<file path="src/hw/rtl/cpan_pkg.sv">
`default_nettype none
package cpan_pkg;

  localparam int unsigned AES_ROUNDS = 10;
  localparam int unsigned HALF_W     = 64;
  localparam int unsigned V4_W       = 32;

  typedef logic [1:0] cfg_idx_t;
  localparam cfg_idx_t REG_KEY_HIGH = 2'd0;
  localparam cfg_idx_t REG_KEY_LOW  = 2'd1;
  localparam cfg_idx_t REG_PAD_HIGH = 2'd2;
  localparam cfg_idx_t REG_PAD_LOW  = 2'd3;

  localparam logic ACT_V4 = 1'b0;
  localparam logic ACT_V6 = 1'b1;

  // control bits that ride alongside each aes block
  typedef struct packed {
    logic vld;
    logic last;
    logic act;
    logic abit;
  } tag_t;

  typedef logic [127:0] blk_t;

  localparam logic [7:0] SBOX [256] = '{
    8'h63,8'h7c,8'h77,8'h7b,8'hf2,8'h6b,8'h6f,8'hc5,8'h30,8'h01,8'h67,8'h2b,8'hfe,8'hd7,8'hab,8'h76,
    8'hca,8'h82,8'hc9,8'h7d,8'hfa,8'h59,8'h47,8'hf0,8'had,8'hd4,8'ha2,8'haf,8'h9c,8'ha4,8'h72,8'hc0,
    8'hb7,8'hfd,8'h93,8'h26,8'h36,8'h3f,8'hf7,8'hcc,8'h34,8'ha5,8'he5,8'hf1,8'h71,8'hd8,8'h31,8'h15,
    8'h04,8'hc7,8'h23,8'hc3,8'h18,8'h96,8'h05,8'h9a,8'h07,8'h12,8'h80,8'he2,8'heb,8'h27,8'hb2,8'h75,
    8'h09,8'h83,8'h2c,8'h1a,8'h1b,8'h6e,8'h5a,8'ha0,8'h52,8'h3b,8'hd6,8'hb3,8'h29,8'he3,8'h2f,8'h84,
    8'h53,8'hd1,8'h00,8'hed,8'h20,8'hfc,8'hb1,8'h5b,8'h6a,8'hcb,8'hbe,8'h39,8'h4a,8'h4c,8'h58,8'hcf,
    8'hd0,8'hef,8'haa,8'hfb,8'h43,8'h4d,8'h33,8'h85,8'h45,8'hf9,8'h02,8'h7f,8'h50,8'h3c,8'h9f,8'ha8,
    8'h51,8'ha3,8'h40,8'h8f,8'h92,8'h9d,8'h38,8'hf5,8'hbc,8'hb6,8'hda,8'h21,8'h10,8'hff,8'hf3,8'hd2,
    8'hcd,8'h0c,8'h13,8'hec,8'h5f,8'h97,8'h44,8'h17,8'hc4,8'ha7,8'h7e,8'h3d,8'h64,8'h5d,8'h19,8'h73,
    8'h60,8'h81,8'h4f,8'hdc,8'h22,8'h2a,8'h90,8'h88,8'h46,8'hee,8'hb8,8'h14,8'hde,8'h5e,8'h0b,8'hdb,
    8'he0,8'h32,8'h3a,8'h0a,8'h49,8'h06,8'h24,8'h5c,8'hc2,8'hd3,8'hac,8'h62,8'h91,8'h95,8'he4,8'h79,
    8'he7,8'hc8,8'h37,8'h6d,8'h8d,8'hd5,8'h4e,8'ha9,8'h6c,8'h56,8'hf4,8'hea,8'h65,8'h7a,8'hae,8'h08,
    8'hba,8'h78,8'h25,8'h2e,8'h1c,8'ha6,8'hb4,8'hc6,8'he8,8'hdd,8'h74,8'h1f,8'h4b,8'hbd,8'h8b,8'h8a,
    8'h70,8'h3e,8'hb5,8'h66,8'h48,8'h03,8'hf6,8'h0e,8'h61,8'h35,8'h57,8'hb9,8'h86,8'hc1,8'h1d,8'h9e,
    8'he1,8'hf8,8'h98,8'h11,8'h69,8'hd9,8'h8e,8'h94,8'h9b,8'h1e,8'h87,8'he9,8'hce,8'h55,8'h28,8'hdf,
    8'h8c,8'ha1,8'h89,8'h0d,8'hbf,8'he6,8'h42,8'h68,8'h41,8'h99,8'h2d,8'h0f,8'hb0,8'h54,8'hbb,8'h16
  };

  function automatic logic [7:0] xtime(input logic [7:0] b);
    return {b[6:0], 1'b0} ^ (b[7] ? 8'h1b : 8'h00);
  endfunction

  // byte i of a block sits at bits 127-8i downwards
  function automatic logic [7:0] get_byte(input blk_t s, input int unsigned i);
    return s[127 - 8 * i -: 8];
  endfunction

  function automatic blk_t aes_round(input blk_t s, input blk_t k, input logic mix);
    logic [7:0] t [16];
    logic [7:0] a0, a1, a2, a3, all;
    blk_t r;
    for (int c = 0; c < 4; c++) begin
      for (int i = 0; i < 4; i++) begin
        t[i + 4 * c] = SBOX[get_byte(s, i + 4 * ((c + i) % 4))];
      end
    end
    if (mix) begin
      for (int c = 0; c < 4; c++) begin
        a0 = t[4 * c];
        a1 = t[4 * c + 1];
        a2 = t[4 * c + 2];
        a3 = t[4 * c + 3];
        all = a0 ^ a1 ^ a2 ^ a3;
        t[4 * c]     = a0 ^ all ^ xtime(a0 ^ a1);
        t[4 * c + 1] = a1 ^ all ^ xtime(a1 ^ a2);
        t[4 * c + 2] = a2 ^ all ^ xtime(a2 ^ a3);
        t[4 * c + 3] = a3 ^ all ^ xtime(a3 ^ a0);
      end
    end
    for (int i = 0; i < 16; i++) begin
      r[127 - 8 * i -: 8] = t[i];
    end
    return r ^ k;
  endfunction

  function automatic blk_t key_step(input blk_t w, input logic [7:0] rcon);
    logic [31:0] t, w0, w1, w2, w3;
    t = {SBOX[w[23:16]] ^ rcon, SBOX[w[15:8]], SBOX[w[7:0]], SBOX[w[31:24]]};
    w0 = w[127:96] ^ t;
    w1 = w[95:64] ^ w0;
    w2 = w[63:32] ^ w1;
    w3 = w[31:0] ^ w2;
    return {w0, w1, w2, w3};
  endfunction

  function automatic logic [63:0] bswap64(input logic [63:0] v);
    logic [63:0] r;
    for (int i = 0; i < 8; i++) begin
      r[8 * i +: 8] = v[56 - 8 * i +: 8];
    end
    return r;
  endfunction

endpackage
`default_nettype wire

</file>
<file path="src/hw/rtl/cpan_keysched.sv">
`default_nettype none
module cpan_keysched
  import cpan_pkg::*;
(
  input  wire logic  clk,
  input  wire logic  rst_n,
  input  wire logic  start,
  input  wire blk_t  key,
  output logic       busy,
  output blk_t       rk [AES_ROUNDS + 1]
);

  logic       busy_r;
  logic [3:0] cnt_r;
  logic [7:0] rcon_r;
  blk_t       w_r;
  blk_t       step;
  blk_t       rk_r [AES_ROUNDS + 1];

  assign step = key_step(w_r, rcon_r);
  assign busy = busy_r;

  always_ff @(posedge clk) begin
    if (!rst_n) begin
      busy_r <= 1'b0;
      cnt_r  <= '0;
    end else if (start) begin
      busy_r <= 1'b1;
      cnt_r  <= 4'd1;
    end else if (busy_r) begin
      cnt_r  <= cnt_r + 4'd1;
      if (cnt_r == 4'(AES_ROUNDS)) begin
        busy_r <= 1'b0;
      end
    end
  end

  always_ff @(posedge clk) begin
    if (start) begin
      w_r      <= key;
      rcon_r   <= 8'h01;
      rk_r[0]  <= key;
    end else if (busy_r) begin
      w_r    <= step;
      rcon_r <= xtime(rcon_r);
    end
  end

  for (genvar i = 1; i <= AES_ROUNDS; i++) begin : g_rk
    always_ff @(posedge clk) begin
      if (busy_r && !start && cnt_r == 4'(i)) begin
        rk_r[i] <= step;
      end
    end
  end

  always_comb begin
    for (int i = 0; i <= AES_ROUNDS; i++) begin
      rk[i] = rk_r[i];
    end
  end

endmodule
`default_nettype wire

</file>
<file path="config.mk">
export PLATFORM = sky130hd
export DESIGN_NAME = cpan_keysched
export DESIGN_NICKNAME = d
export VERILOG_FILES = /design/src/hw/rtl/cpan_pkg.sv /design/src/hw/rtl/cpan_keysched.sv
export SDC_FILE = /design/constraint.sdc
export NUM_CORES = 2
export LEC_CHECK = 0
export ABC_AREA = 1
export BUFFER_PORTS_ARGS = -buffer_cell sky130_fd_sc_hd__buf_2
export CORE_AREA = 2 2 597 599
export CTS_CLUSTER_DIAMETER = 200
export DETAILED_ROUTE_END_ITERATION = 6
export DIE_AREA = 0 0 599 601
export SYNTH_ARGS = -nofsm -noshare
export SYNTH_HDL_FRONTEND = slang
export SYNTH_SLANG_ARGS = --single-unit
</file>
<file path="constraint.sdc">
create_clock -name clk -period 16.7 [get_ports clk]
set_clock_uncertainty 0.2 [all_clocks]
set_input_delay 3.34 -clock clk [delete_from_list [all_inputs] [get_ports clk]]
set_output_delay 3.34 -clock clk [all_outputs]
set_load 0.05 [all_outputs]
</file>
==> metrics.md <==
| Metric | Value |
|---|---|
| Status | `finished clean` |
| Hold-fix buffers at CTS | `0` |
| Clk pwr share | `0.286` |
| Core ar. | `354000 µm²` |
| Hold Path Class | `register to register` |
| Synth Area per Inst | `12.5 µm²` |
| Post-CTS Setup Bufs | `0` |
| CP Launch Point | `w_r[24]$_DFFE_PP_` |
| CTS Root Buffer Type | `clkbuf_16` |
| Longest Clk Path Bufs | `4` |
| Global-route wire length before repair | `403000 µm` |
| Maximum VDD drop | `93.6 µV` |
| Synth area leaders | `edfxtp_1, nand3_1, nand2_1` |
| Height of the die | `601 µm` |
| Pleak | `32.0 nW` |
| Logic pwr share | `0.337` |
| TritonCTS Buffers | `177` |
| Top-count cell post-synth | `edfxtp_1` |
| Mapped cell area | `63200 µm²` |
| Critical path required time | `16990 ps` |
| # fillers | `37700` |
| Sw frac | `0.407` |
| Die X-Extent | `599 µm` |
| Critical path class | `register to register` |
| Final min period | `6650 ps` |
| Residual DRC | `0` |
| Vias in the first global route | `46200` |
| H-tree depth | `4` |
| Syn Nets | `5258` |
| Overall Global Routing Usage | `0.161` |
| Hold slack | `321 ps` |
| Synth top cells by count | `edfxtp_1, nand3_1, nand2_1, nor2_1, inv_1` |
| Synthesized instance count | `5063` |
| Clk_lat worst skew | `880 ps` |
| Seq cells post-synth | `1549` |
| Antenna viol nets, final | `0` |
| FP Rows | `219` |
| Sequential power share | `0.377` |
| Least-Margin Pin Slew | `1140 ps` |
| Port Buffers | `1539` |
| RSZ-0062 raised after global routing | `no` |
| Setup tns final | `0 ps` |
| Die area | `360000 µm²` |
| CP Launch Type | `register` |
| Largest net degree at the start of global routing | `93` |
| Switching pwr | `0.00562 W` |
| CP Capture Type | `register` |
| Via count | `49500` |
| WP data arrival | `6940 ps` |
| Hold Crit Start | `rcon_r[6]$_SDFFE_PP0P_` |
| Clk slew on worst S/H paths | `70 ps` |
| Starting density of the core | `0.178` |
| Setup violators final | `0` |
| TritonCTS clock tree | `yes` |
| Synth warn | `0` |
| Final Hold Viols | `0` |
| MaxCap Viol Count | `0` |
| Top-area cell type share of the netlist area | `0.730` |
| Ys flop type | `edfxtp_1` |
| Post-layout net count | `6825` |
| Router iterations before antenna repair | `7` |
| Inst Count DP | `11200` |
| Hpwl dp | `219000 µm` |
| Worst R2R Start | `w_r[24]$_DFFE_PP_` |
| CTS sink cnt | `1549` |
| I/O pins | `1540` |
| Critical path peak fanout | `12` |
| Post-synth EDFFs | `1536` |
| Final Max Slew Viols | `0` |
| Drt wl/cell | `26.5 µm` |
| Vias/cell | `4.28` |
| Fin crit share | `0.398` |
| Sequential element share of the synthesized area | `0.734` |
| Synth async-reset ratio | `0` |
| Cell-internal power | `0.00821 W` |
| Netlist cell types | `39` |
| DRT iter0 DRCs | `5821` |
| Area growth, synth to finish | `30.0%` |
| Initial antenna violation count | `64` |
| Leading area contributor after synthesis | `edfxtp_1` |
| Final WL | `306000 µm` |
| PwrDens | `168 nW/µm²` |
| Post-route insts no fill | `11500` |
| Highest Clock Rate | `150 MHz` |
| Share of layout cells above drive strength 1 | `0.302` |
| Post-CTS Resized | `0` |
| Relative slew slack | `0.241` |
| RD Place Congestion | `0.958` |
| Grt total ovfl | `0` |
-- layout make-up --
cell class              count  area, µm²  share of cell area
multi-input cells        3037      14600               0.178
clock inverters           116       1210              0.0148
clock buffers             200       4560              0.0555
flip-flops and latches   1549      46400               0.565
inverters                 234        911              0.0111
well taps                4751       5940              0.0724
diodes                     29       72.6            0.000884
repair buffers           1631       8420               0.102
-- cells in the final DEF, fill, tap and decap left out, types with 20 or more instances in the layout --
master | synthesis | final
nand3_1 | 1162 | 1162
a21oi_1 | 117 | 117
nor2_1 | 229 | 224
buf_4 | 31 | 91
clkinv_2 | 0 | 27
buf_2 | 117 | 1538
inv_1 | 208 | 205
nand4_1 | 22 | 22
nand2_2 | 71 | 74
diode_2 | 0 | 29
clkbuf_16 | 0 | 179
clkinv_1 | 4 | 39
and2_1 | 32 | 30
a31oi_1 | 82 | 82
ha_1 | 64 | 64
inv_2 | 18 | 20
clkbuf_1 | 58 | 21
nand2_1 | 1102 | 1099
edfxtp_1 | 1536 | 1536
o21ai_0 | 47 | 47
-- cells by family (layout without fill, tap and decap cells) --
kind of cell / count (synthesis) / in the layout / synth area share
xor gates and xnor gates: 9 / 9 / 0.00125
AOI/OAI and AO/OA: 288 / 288 / 0.0254
buffers and inverters: 477 / 2181 / 0.0354
DFF: 1549 / 1549 / 0.734
and+or+nand+nor: 2676 / 2676 / 0.191
adders and majority gates: 64 / 64 / 0.0127
other: 0 / 29 / 0
-- metal layers --
metal | routed length (µm) | share of wire | track usage
met5 | 26 | 0.000085 | 0
met4 | 12200 | 0.040 | 0.0625
met3 | 25200 | 0.083 | 0.0334
met2 | 147000 | 0.48 | 0.269
met1 | 122000 | 0.40 | 0.204
-- power by group through the flow --
| stage | clock network (W) | logic (W) | registers, W |
|---|---|---|---|
| finish | 0.00395 | 0.00466 | 0.00521 |
| global route | 0.00419 | 0.00501 | 0.00523 |
| CTS | 0.00406 | 0.00472 | 0.00522 |
| detailed placement | 0 | 0.00471 | 0.00530 |
| global placement | 0 | 0.00473 | 0.00530 |
| floorplan | 0 | 0.00227 | 0.00540 |
-- critical path, stage by stage, from the launching register on --
cell	delay, ps
edfxtp_1	810
inv_1	510
ha_1	730
nand2_1	510
nand2_1	190
nand2_1	60
nand3_1	100
nand3_1	80
nand3_1	120
nand3_1	130
nand3b_1	180
nand2_1	520
nand2_1	370
nand2_1	450
nand2_1	210
nand2_1	110
nand2_1	80
and2_1	860
-- per-stage QoR --
step	total power, W	cell area, µm²	setup slack [ps]	util
floorplan	0.00767	63200	3030	-
global placement	0.0100	76300	9700	0.215
detailed placement	0.0100	76300	9650	0.215
CTS	0.0140	82000	9600	0.232
global route	0.0144	82100	9530	0.232
finish	0.0138	82100	10050	0.232
-- path summary, 6_finish.rpt --
path / endpoint / slack [ps] / cells after the start
worst min-delay path: rcon_r[7]$_SDFFE_PP0P_ / 320 / 2
worst max register to register: rk_r[3][5]$_DFFE_PP_ / 10050 / 17
worst min register to register: rcon_r[7]$_SDFFE_PP0P_ / 320 / 2
worst max-delay path: rk_r[3][5]$_DFFE_PP_ / 10050 / 17
-- flip-flops by register name, summed over array words and instances, names as in the netlist --
| register | cells |
|---|---|
| w_r | 128 |
| busy | 1 |
| rk_r | 1408 |
| cnt_r | 4 |
| rcon_r | 8 |
(Power assumes the default switching activity.)
