==> src/hw/rtl/cpan_pkg.sv <==
`default_nettype none
package cpan_pkg;

  localparam int unsigned AES_ROUNDS = 10;
  localparam int unsigned HALF_W     = 64;
  localparam int unsigned V4_W       = 32;

  typedef logic [1:0] cfg_idx_t;
  localparam cfg_idx_t REG_KEY_HIGH = 2'd0;
  localparam cfg_idx_t REG_KEY_LOW  = 2'd1;
  localparam cfg_idx_t REG_PAD_HIGH = 2'd2;
  localparam cfg_idx_t REG_PAD_LOW  = 2'd3;

  localparam logic ACT_V4 = 1'b0;
  localparam logic ACT_V6 = 1'b1;

  // control bits that ride alongside each aes block
  typedef struct packed {
    logic vld;
    logic last;
    logic act;
    logic abit;
  } tag_t;

  typedef logic [127:0] blk_t;

  localparam logic [7:0] SBOX [256] = '{
    8'h63,8'h7c,8'h77,8'h7b,8'hf2,8'h6b,8'h6f,8'hc5,8'h30,8'h01,8'h67,8'h2b,8'hfe,8'hd7,8'hab,8'h76,
    8'hca,8'h82,8'hc9,8'h7d,8'hfa,8'h59,8'h47,8'hf0,8'had,8'hd4,8'ha2,8'haf,8'h9c,8'ha4,8'h72,8'hc0,
    8'hb7,8'hfd,8'h93,8'h26,8'h36,8'h3f,8'hf7,8'hcc,8'h34,8'ha5,8'he5,8'hf1,8'h71,8'hd8,8'h31,8'h15,
    8'h04,8'hc7,8'h23,8'hc3,8'h18,8'h96,8'h05,8'h9a,8'h07,8'h12,8'h80,8'he2,8'heb,8'h27,8'hb2,8'h75,
    8'h09,8'h83,8'h2c,8'h1a,8'h1b,8'h6e,8'h5a,8'ha0,8'h52,8'h3b,8'hd6,8'hb3,8'h29,8'he3,8'h2f,8'h84,
    8'h53,8'hd1,8'h00,8'hed,8'h20,8'hfc,8'hb1,8'h5b,8'h6a,8'hcb,8'hbe,8'h39,8'h4a,8'h4c,8'h58,8'hcf,
    8'hd0,8'hef,8'haa,8'hfb,8'h43,8'h4d,8'h33,8'h85,8'h45,8'hf9,8'h02,8'h7f,8'h50,8'h3c,8'h9f,8'ha8,
    8'h51,8'ha3,8'h40,8'h8f,8'h92,8'h9d,8'h38,8'hf5,8'hbc,8'hb6,8'hda,8'h21,8'h10,8'hff,8'hf3,8'hd2,
    8'hcd,8'h0c,8'h13,8'hec,8'h5f,8'h97,8'h44,8'h17,8'hc4,8'ha7,8'h7e,8'h3d,8'h64,8'h5d,8'h19,8'h73,
    8'h60,8'h81,8'h4f,8'hdc,8'h22,8'h2a,8'h90,8'h88,8'h46,8'hee,8'hb8,8'h14,8'hde,8'h5e,8'h0b,8'hdb,
    8'he0,8'h32,8'h3a,8'h0a,8'h49,8'h06,8'h24,8'h5c,8'hc2,8'hd3,8'hac,8'h62,8'h91,8'h95,8'he4,8'h79,
    8'he7,8'hc8,8'h37,8'h6d,8'h8d,8'hd5,8'h4e,8'ha9,8'h6c,8'h56,8'hf4,8'hea,8'h65,8'h7a,8'hae,8'h08,
    8'hba,8'h78,8'h25,8'h2e,8'h1c,8'ha6,8'hb4,8'hc6,8'he8,8'hdd,8'h74,8'h1f,8'h4b,8'hbd,8'h8b,8'h8a,
    8'h70,8'h3e,8'hb5,8'h66,8'h48,8'h03,8'hf6,8'h0e,8'h61,8'h35,8'h57,8'hb9,8'h86,8'hc1,8'h1d,8'h9e,
    8'he1,8'hf8,8'h98,8'h11,8'h69,8'hd9,8'h8e,8'h94,8'h9b,8'h1e,8'h87,8'he9,8'hce,8'h55,8'h28,8'hdf,
    8'h8c,8'ha1,8'h89,8'h0d,8'hbf,8'he6,8'h42,8'h68,8'h41,8'h99,8'h2d,8'h0f,8'hb0,8'h54,8'hbb,8'h16
  };

  function automatic logic [7:0] xtime(input logic [7:0] b);
    return {b[6:0], 1'b0} ^ (b[7] ? 8'h1b : 8'h00);
  endfunction

  // byte i of a block sits at bits 127-8i downwards
  function automatic logic [7:0] get_byte(input blk_t s, input int unsigned i);
    return s[127 - 8 * i -: 8];
  endfunction

  function automatic blk_t aes_round(input blk_t s, input blk_t k, input logic mix);
    logic [7:0] t [16];
    logic [7:0] a0, a1, a2, a3, all;
    blk_t r;
    for (int c = 0; c < 4; c++) begin
      for (int i = 0; i < 4; i++) begin
        t[i + 4 * c] = SBOX[get_byte(s, i + 4 * ((c + i) % 4))];
      end
    end
    if (mix) begin
      for (int c = 0; c < 4; c++) begin
        a0 = t[4 * c];
        a1 = t[4 * c + 1];
        a2 = t[4 * c + 2];
        a3 = t[4 * c + 3];
        all = a0 ^ a1 ^ a2 ^ a3;
        t[4 * c]     = a0 ^ all ^ xtime(a0 ^ a1);
        t[4 * c + 1] = a1 ^ all ^ xtime(a1 ^ a2);
        t[4 * c + 2] = a2 ^ all ^ xtime(a2 ^ a3);
        t[4 * c + 3] = a3 ^ all ^ xtime(a3 ^ a0);
      end
    end
    for (int i = 0; i < 16; i++) begin
      r[127 - 8 * i -: 8] = t[i];
    end
    return r ^ k;
  endfunction

  function automatic blk_t key_step(input blk_t w, input logic [7:0] rcon);
    logic [31:0] t, w0, w1, w2, w3;
    t = {SBOX[w[23:16]] ^ rcon, SBOX[w[15:8]], SBOX[w[7:0]], SBOX[w[31:24]]};
    w0 = w[127:96] ^ t;
    w1 = w[95:64] ^ w0;
    w2 = w[63:32] ^ w1;
    w3 = w[31:0] ^ w2;
    return {w0, w1, w2, w3};
  endfunction

  function automatic logic [63:0] bswap64(input logic [63:0] v);
    logic [63:0] r;
    for (int i = 0; i < 8; i++) begin
      r[8 * i +: 8] = v[56 - 8 * i +: 8];
    end
    return r;
  endfunction

endpackage
`default_nettype wire

==> src/hw/rtl/cpan_collect.sv <==
`default_nettype none
module cpan_collect
  import cpan_pkg::*;
(
  input  wire logic        clk,
  input  wire logic        rst_n,
  input  wire tag_t        tag_a,
  input  wire logic        prf_a,
  input  wire tag_t        tag_b,
  input  wire logic        prf_b,
  output logic             out_valid,
  input  wire logic        out_ready,
  output logic [63:0]      out_anon_high,
  output logic [63:0]      out_anon_low
);

  logic [63:0] acc_a_r, acc_b_r, acc_a_nxt, acc_b_nxt;
  logic [63:0] hi_q_r [2];
  logic [63:0] lo_q_r [2];
  logic        wp_r, rp_r;
  logic [1:0]  cnt_r;
  logic        push, pop;

  // address bit xor prf bit shifts in, first position ends on top
  assign acc_a_nxt = {acc_a_r[62:0], tag_a.abit ^ prf_a};
  assign acc_b_nxt = {acc_b_r[62:0], tag_b.abit ^ prf_b};
  assign push = tag_a.vld && tag_a.last;
  assign pop  = out_valid && out_ready;

  always_ff @(posedge clk) begin
    if (tag_a.vld) begin
      acc_a_r <= acc_a_nxt;
      acc_b_r <= acc_b_nxt;
    end
    if (push) begin
      if (tag_a.act == ACT_V6) begin
        hi_q_r[wp_r] <= acc_a_nxt;
        lo_q_r[wp_r] <= acc_b_nxt;
      end else begin
        hi_q_r[wp_r] <= '0;
        lo_q_r[wp_r] <= {32'd0, acc_a_nxt[V4_W-1:0]};
      end
    end
  end

  always_ff @(posedge clk) begin
    if (!rst_n) begin
      wp_r  <= 1'b0;
      rp_r  <= 1'b0;
      cnt_r <= '0;
    end else begin
      if (push) wp_r <= ~wp_r;
      if (pop)  rp_r <= ~rp_r;
      cnt_r <= cnt_r + {1'b0, push} - {1'b0, pop};
    end
  end

  assign out_valid     = (cnt_r != 2'd0);
  assign out_anon_high = hi_q_r[rp_r];
  assign out_anon_low  = lo_q_r[rp_r];

endmodule
`default_nettype wire

==> config.mk <==
export PLATFORM = sky130hd
export DESIGN_NAME = cpan_collect
export DESIGN_NICKNAME = d
export VERILOG_FILES = /design/src/hw/rtl/cpan_pkg.sv /design/src/hw/rtl/cpan_collect.sv
export SDC_FILE = /design/constraint.sdc
export NUM_CORES = 1
export LEC_CHECK = 0
export BUFFER_PORTS_ARGS = -buffer_cell sky130_fd_sc_hd__buf_2
export CORE_UTILIZATION = 55
export DETAILED_ROUTE_END_ITERATION = 7
export HOLD_SLACK_MARGIN = 0.15
export PLACE_DENSITY = 0.75
export SLEW_MARGIN = 25
export SYNTH_ARGS = -nofsm -noshare
export SYNTH_HDL_FRONTEND = slang
export SYNTH_SLANG_ARGS = --single-unit
==> constraint.sdc <==
create_clock -name clk -period 8.3 [get_ports clk]
set_input_delay 0.415 -clock clk [delete_from_list [all_inputs] [get_ports clk]]
set_output_delay 0.415 -clock clk [all_outputs]
set_load 0.05 [all_outputs]
==> impl_summary.txt, run 1 <==
----------------------------------------------------
[Status]
  Status ... complete, no violations

[Clock network]
  Post-CTS setup-driven buffer insertion count ... 0
  Clock slew at reported path FFs ... ~0.050 ns
  CTS Root Cell ... sky130_fd_sc_hd__clkbuf_16
  Number of buffers created by CTS ... 39
  CTS tree ... built
  Count of instances resized after the clock tree is built ... 0
  Number of clock sinks ... a little under 400
  Insertion delay to the later sink of the worst-skew pair ... 0.51 ns
  Hold Buf Count CTS ... 0
  CTS max path bufs ... 3
  Number of H-tree levels ... 2

[Placed design]
  Routability cong. ... 0.674
  Input/output buffers ... 138
  HPWL Detailed ... 12000 um

[Global route]
  Initial antenna violation count ... 0
  Maximum number of pins on one net before global-route repair ... 75
  GRT Max-Usage Layer ... met2
  Met1 Track Usage GR ... a little under a quarter
  Met2 Resource Use GR ... between 20% and 30%
  Global-route met3 utilization ... under 10%
  Overall global routing resource usage ... around 17%
  Via count of the first global-routing pass ... 6551
  Total congestion overflow ... 0
  Wire length of the first global-routing pass ... ~35000 um

[Timing]
  Share of the cycle needed by the critical path after routing ... about two fifths
  Transition time at the pin with the least slew margin ... 1.02 ns
  Final Hold Violating Endpoints ... 0
  RSZ-0062 raised after global routing ... no
  FMAX ... roughly 0.30 GHz
  Normalized max-slew margin ... between 30% and 40%
  Final worst clock skew ... about 0.0096 ns
  Final-report setup violation count ... 0
  Final sum of negative setup slack ... 0 ns
  Final critical path time including I/O delays and setup ... 3.36 ns
  Pins over their slew limit ... 0

[Die]
  Die outline area ... roughly 27000 um^2
  Die X ... about 160 um
  Initial core utilization ... approximately 57%
  Overall die height ... around 160 um
  Placeable core region ... around 25000 um^2
  Top Ports ... ~140
  Rows ... 58

[Pwr]
  Worst voltage drop across the vdd grid ... 0.287 mV
  PwrDens ... 290 nW/um^2
  Proportion of power drawn by the clock network ... 33.3%
  Switching portion of total power ... 28.4%
  Combinational group share of total power ... 18.4%
  Net Switching ... 1360 uW
  Internal ... roughly 3400 uW
  Static Leakage ... a little under 0.006 uW
  Proportion of power drawn by flip-flops and latches ... 48.3%
  Total power ... approximately 4800 uW

[Setup path]
  Class of the most critical setup path ... flop to primary output
  CP Cell Sequence ... buf_4, mux2_2, buf_2
  Type of origin of the critical path ... flop
  CP endpoint kind ... primary output
  Highest net fanout along the worst path ... between 60 and 70
  Standard cell with the maximum stage delay on the critical path ... sky130_fd_sc_hd__dfxtp_4
  Buffers plus inverters on the worst setup path ... 2
  Cell type group with the largest total delay on the critical path ... buffers and inverters
  WP data required ... around 7.9 ns
  CP arrival ... about 3 ns
  Maximum cell stage delay along the critical path ... ~0.88 ns

[Drt]
  Iter 0 DRT Violations ... around 460
  Vias per inst ... 5.26
  Number of nets with antenna violations after detailed routing ... 0
  Total vias in the final route ... ~6400
  Total Wirelength ... 22200 um
  Drt wl/cell ... 18.4 um
  1st-pass router iterations ... 4
  Number of remaining DRC errors ... 0

[Synthesis]
  Count of yosys warnings during synthesis ... 0
  Most area-consuming cells after synthesis ... sky130_fd_sc_hd__edfxtp_1, sky130_fd_sc_hd__mux2_2, sky130_fd_sc_hd__and2_1, sky130_fd_sc_hd__mux2_4, sky130_fd_sc_hd__dfxtp_1
  Syn Inst Count ... roughly 700
  Count of cell types in the netlist ... 25
  Number of synthesized flops with an enable pin ... about 380
  Ys flop type ... sky130_fd_sc_hd__edfxtp_1
  Register bit count reported by yosys ... 387
  Biggest area consumer among synthesized cells ... sky130_fd_sc_hd__edfxtp_1
  Number of nets produced by synthesis ... 710
  Netlist area before placement ... between 10000 and 15000 um^2
  Share of the yosys chip area belonging to registers ... around four fifths
  Post-synthesis average cell area ... between 20 and 25 um^2
  Area share of the leading cell type in the synthesized netlist ... between 70% and 80%
  Share of flip-flops with an asynchronous set or reset after synthesis ... 0%

[Final layout]
  Number of nets in the final layout ... ~870
  Number of antenna repair diodes ... 0
  Fraction of final layout cells with drive strength greater than 1 ... 40.8%
  Growth of design area from synthesis to finish ... 15.1%
  Count of fill cells added during filler insertion ... 1762

[Worst hold path]
  Min-Delay Path Class ... input port to flop

[Job]
  Max-capacitance violation count ... 0

----------------------------------------------------
==> area by class of cell <==
class                   instances  area (um^2)  area share (%)
clock inverters                21          149           0.899
clock buffers                  47         1010            6.07
multi-input cells             281         2680            16.2
well taps                     330          413            2.49
repair buffers                144          742            4.48
flip-flops and latches        387        11600            69.9
==> state kept, by name (all words and copies together), names as in the netlist, named ones only <==
| signal | flops |
|---|---|
| acc_a_r | 63 |
| acc_b_r | 63 |
| cnt_r | 2 |
| hi_q_r | 128 |
| lo_q_r | 128 |
| rp_r | 1 |
| wp_r | 1 |
==> through the flow <==
stage	std cells	util (%)	hold slack, ns	setup slack, ns	area, um^2
floorplan	696	-	0.417	1.83	14400
global placement	1142	60.7	0.423	4.95	15400
detailed placement	1142	60.7	0.423	4.90	15400
CTS	1210	65.2	0.190	4.83	16600
global route	1210	65.2	0.196	4.71	16600
finish	1210	65.2	0.214	4.94	16600
==> power groups by stage <==
stage	clock network [uW]	logic, uW	registers [uW]
6_report	1600	885	2320
5_1_grt	1710	927	2330
4_1_cts	1630	896	2320
3_5_place_dp	0	893	2360
3_3_place_gp	0	888	2360
2_1_floorplan	0	750	2320
==> cell families (layout without fill, tap and decap cells) <==
| group | count (synthesis) | in the layout | synth area share, % |
|---|---|---|---|
| flip-flops | 387 | 387 | 80.4 |
| multiplexers | 161 | 161 | 13.2 |
| AND/OR/NAND/NOR | 111 | 111 | 4.82 |
| buffers and inverters | 28 | 212 | 1.06 |
| AO/OA/AOI/OAI | 4 | 4 | 0.174 |
| XOR/XNOR | 4 | 4 | 0.243 |
| adder cells (fa/ha/maj) | 1 | 1 | 0.0869 |
==> metal layers <==
layer | share of wire, % | wire [um]
met5 | 0 | 0
met4 | 2.0 | 444
met3 | 5.5 | 1230
met2 | 48 | 10700
met1 | 44 | 9830
==> worst paths after layout <==
| kind | start | cells past startpoint | slack (ns) | endpoint |
|---|---|---|---|---|
| setup / recovery | flop | 3 | 4.94 | out_anon_high[30] |
| hold / removal | rst_n | 2 | 0.21 | wp_r |
| setup reg to reg | wp_r | 3 | 5.65 | lo_q_r[0][49] |
| hold reg to reg | acc_a_r[61] | 0 | 0.43 | acc_a_r[62] |
==> worst reg2reg max path, delay by kind of cell (launching register included) <==
| family | cells | cell delay (ns) |
|---|---|---|
| buffers and inverters | 2 | 1.61 |
| DFF | 1 | 0.35 |
| and+or+nand+nor | 1 | 0.28 |
==> placed cells by master, fill, tap and decap left out <==
master / count
sky130_fd_sc_hd__inv_6: 1
sky130_fd_sc_hd__clkbuf_16: 39
sky130_fd_sc_hd__edfxtp_1: 382
sky130_fd_sc_hd__buf_6: 1
sky130_fd_sc_hd__or2_4: 1
sky130_fd_sc_hd__and3_4: 1
sky130_fd_sc_hd__clkbuf_1: 8
sky130_fd_sc_hd__nand3b_1: 2
sky130_fd_sc_hd__bufinv_16: 2
sky130_fd_sc_hd__or2_2: 1
sky130_fd_sc_hd__a21boi_0: 1
sky130_fd_sc_hd__clkinv_4: 1
sky130_fd_sc_hd__xnor2_1: 1
sky130_fd_sc_hd__nand3_1: 1
sky130_fd_sc_hd__dfxtp_1: 4
sky130_fd_sc_hd__o21a_1: 1
sky130_fd_sc_hd__clkinv_1: 11
sky130_fd_sc_hd__nor2_1: 1
sky130_fd_sc_hd__mux2_2: 136
sky130_fd_sc_hd__a21oi_1: 1
sky130_fd_sc_hd__mux2i_1: 1
sky130_fd_sc_hd__clkinv_2: 6
sky130_fd_sc_hd__or3_1: 1
sky130_fd_sc_hd__nor2_4: 1
sky130_fd_sc_hd__dfxtp_4: 1
sky130_fd_sc_hd__buf_2: 137
sky130_fd_sc_hd__nand2_2: 1
sky130_fd_sc_hd__and2_1: 100
sky130_fd_sc_hd__buf_4: 6
sky130_fd_sc_hd__ha_1: 1
sky130_fd_sc_hd__o21ai_0: 1
sky130_fd_sc_hd__and4_1: 1
sky130_fd_sc_hd__xor2_1: 3
sky130_fd_sc_hd__mux2_4: 24
==> Yosys cell counts (all sizes together) (2+ instances only) <==
cell type  number
and2          100
xor2            3
buf            18
nand3b          2
mux2          160
clkbuf         10
or2             2
nor2            2
dfxtp           5
edfxtp        382
No activity file was read; power rests on OpenSTA's default activity.
==> inputs of run 2 (changes only) <==
Clock period 8.3 ns to 3.44 ns, I/O delays scaled along.
==> impl_summary.txt, run 2 (synthesis results as in run 1) <==
----------------------------------------------------
[Drt]
  Iter 0 DRT Violations ... 404 (was 455)
  Total Wirelength ... 22900 um (was 22200 um)
  1st-pass router iterations ... 4 (unchanged)
  Drt wl/cell ... 18.7 um (was 18.4 um)
  Total vias in the final route ... 6498 (was 6364)
  Number of nets with antenna violations after detailed routing ... 0 (unchanged)
  Vias per inst ... 5.33 (was 5.26)
  Number of remaining DRC errors ... 0 (unchanged)

[Placed design]
  HPWL Detailed ... 12500 um (was 12000 um)
  Routability cong. ... 0.685 (was 0.674)
  Input/output buffers ... 138 (unchanged)
  Total placed cells including tap cells ... 1144 (was 1142)

[Clock network]
  Number of H-tree levels ... 2 (unchanged)
  Number of buffers created by CTS ... 39 (unchanged)
  CTS tree ... built (unchanged)
  CTS Root Cell ... sky130_fd_sc_hd__clkbuf_16 (unchanged)
  CTS max path bufs ... 3 (unchanged)
  Insertion delay to the later sink of the worst-skew pair ... 0.51 ns (about the same)
  Post-CTS setup-driven buffer insertion count ... 0 (unchanged)
  Number of clock sinks ... 387 (unchanged)
  Clock slew at reported path FFs ... 0.06 ns (was 0.05 ns)

[Die]
  Initial core utilization ... 56.7% (unchanged)
  Die outline area ... 26800 um^2 (unchanged)
  Placeable core region ... 25400 um^2 (unchanged)
  Top Ports ... 142 (unchanged)
  Die X ... 164 um (unchanged)
  Rows ... 58 (unchanged)
  Overall die height ... 164 um (unchanged)

[Worst hold path]
  Cell depth of the worst min-delay path ... 3 (was 2)
  Critical hold path startpoint ... prf_b (was rst_n)
  Min-Delay Path Class ... input port to flop (unchanged)
  Endpoint, Worst Hold ... lo_q_r[0][0] (was wp_r)

[Global route]
  Via count of the first global-routing pass ... 6619 (was 6551)
  Initial antenna violation count ... 0 (unchanged)
  Met1 Track Usage GR ... 23.3% (was 23.0%)
  Maximum number of pins on one net before global-route repair ... 125 (was 75)
  Wire length of the first global-routing pass ... 35300 um (was 34700 um)
  Total congestion overflow ... 0 (unchanged)
  Met2 Resource Use GR ... 28.3% (was 27.5%)
  Overall global routing resource usage ... 17.3% (was 17.0%)
  GRT Max-Usage Layer ... met2 (unchanged)
  Global-route met3 utilization ... 4.04% (was 4.32%)

[Timing]
  Transition time at the pin with the least slew margin ... 0.929 ns (was 1.02 ns)
  Post-Route Hold Slack ... 0.180 ns (was 0.214 ns)
  Final worst clock skew ... 0.00871 ns (was 0.00956 ns)
  Final Hold Violating Endpoints ... 0 (unchanged)
  Final critical path time including I/O delays and setup ... around 2.6 ns
  Pins over their slew limit ... 0 (unchanged)
  Final-report setup violation count ... 0 (unchanged)
  FMAX ... about 0.39 GHz
  Share of the cycle needed by the critical path after routing ... 75.4%
  Normalized max-slew margin ... 38.1% (was 32.2%)
  RSZ-0062 raised after global routing ... no (unchanged)
  Final sum of negative setup slack ... 0 ns (unchanged)

[Setup path]
  CP Cell Sequence ... buf_4, mux2_2, buf_2 (unchanged)
  CP arrival ... 2.42 ns (was 2.95 ns)
  WP data required ... 3.27 ns (was 7.89 ns)
  End of the worst register-to-register path ... wp_r (was lo_q_r[0][49])
  CP endpoint kind ... primary output (unchanged)
  FF-to-FF setup slack ... 1.41 ns (was 5.65 ns)
  Worst flop-to-flop path startpoint ... wp_r (unchanged)
  Buffers plus inverters on the worst setup path ... 2 (unchanged)
  Cell type group with the largest total delay on the critical path ... flip-flops (was buffers and inverters)
  Length in cells of the worst reg-to-reg path ... 4 (was 3)
  Maximum cell stage delay along the critical path ... 0.76 ns (was 0.88 ns)
  Class of the most critical setup path ... flop to primary output (unchanged)
  Highest net fanout along the worst path ... 48 (was 68)
  Type of origin of the critical path ... flop (unchanged)
  Standard cell with the maximum stage delay on the critical path ... sky130_fd_sc_hd__dfxtp_4 (unchanged)

[Status]
  Status ... complete, no violations (unchanged)

[Pwr]
  Static Leakage ... 0.00591 uW (was 0.00582 uW)
  PwrDens ... 704 nW/um^2 (was 290 nW/um^2)
  Worst voltage drop across the vdd grid ... 0.430 mV (was 0.287 mV)

[Final layout]
  Number of nets in the final layout ... 877 (was 867)
  Number of antenna repair diodes ... 0 (unchanged)
  Fraction of final layout cells with drive strength greater than 1 ... 40.7% (was 40.8%)
  Biggest registers after layout ... hi_q_r x128, lo_q_r x128 (unchanged)
  Post-layout instance count excluding filler cells ... 1220 (was 1210)
  Commonest cells after routing, fill and taps aside ... sky130_fd_sc_hd__edfxtp_1, sky130_fd_sc_hd__buf_2, sky130_fd_sc_hd__mux2_2 (unchanged)
  Growth of design area from synthesis to finish ... 16.6% (was 15.1%)
  Core occupancy in the finished layout ... 66.1% (was 65.2%)
  Commonest non-fill, non-tap cell in the layout ... sky130_fd_sc_hd__edfxtp_1 (unchanged)

[Job]
  Max-capacitance violation count ... 0 (unchanged)

----------------------------------------------------
==> run 2: cell count changes in the layout (fill, tap and decap cells not counted) <==
cell	change
sky130_fd_sc_hd__buf_6	+1
sky130_fd_sc_hd__inv_6	-1
sky130_fd_sc_hd__clkinv_2	-1
sky130_fd_sc_hd__clkinv_4	-1
sky130_fd_sc_hd__dlygate4sd3_1	+8
sky130_fd_sc_hd__buf_4	-3
sky130_fd_sc_hd__bufinv_16	+1
sky130_fd_sc_hd__buf_12	+4
sky130_fd_sc_hd__inv_8	+1
sky130_fd_sc_hd__clkbuf_16	+2
sky130_fd_sc_hd__clkinv_1	-1
==> run 2: how the worst max path moves through the flow <==
stage               startpoint          endpoint  cells after the start  slack, ns
floorplan                 wp_r      hi_q_r[0][0]                      1       0.79
global placement      tag_a[3]     hi_q_r[1][50]                      3       1.16
global route          tag_a[3]              wp_r                      7       0.69
finish                    flop  out_anon_high[9]                      3       0.85
detailed placement    tag_a[3]     hi_q_r[1][50]                      3       1.17
CTS                       flop  out_anon_high[9]                      3       0.76
==> run 2: repair_timing <==
item | in CTS | in global routing
endpoints found under the hold margin | 60 | 0
endpoints found under the setup margin | 0 | 0
resized for setup | 0 | 0
hold buffers | 8 | 0
==> run 2: worst register-to-register path, delay by kind of cell (launching register included) <==
family	cells	cell delay [ns]
buf+inv	2	1.14
compound gates	1	0.24
simple gates	1	0.26
flops	1	0.34
==> run 2: where the power goes <==
group,total (uW),internal [uW],leakage (uW),switching (uW)
clock network,4040,2390,0.000598,1650
logic,2180,656,0.00167,1530
registers,5580,5440,0.00364,142
total,11800,8490,0.00591,3320
==> run 2: area by class of cell <==
cell class	count	area, um^2
sequential	387	11600
fill	1715	8620
multi-input combinational	281	2680
clock buffer	49	1060
timing repair buffer	154	891
tap	330	413
clock inverter	19	164
==> run 2: stage by stage <==
step                power, uW  cell area, um^2  setup WS (ns)
floorplan                7400            14400          0.787
global placement         7850            15500           1.16
detailed placement       7880            15500           1.17
CTS                     11900            16800          0.760
global route            12200            16800          0.693
finish                  11800            16800          0.847
==> run 2: routing by layer <==
metal,up-vias,wire length (um)
met2,150,11200
met3,44,1180
met1,3304,9980
li1,3000,-
met5,-,0
met4,0,500
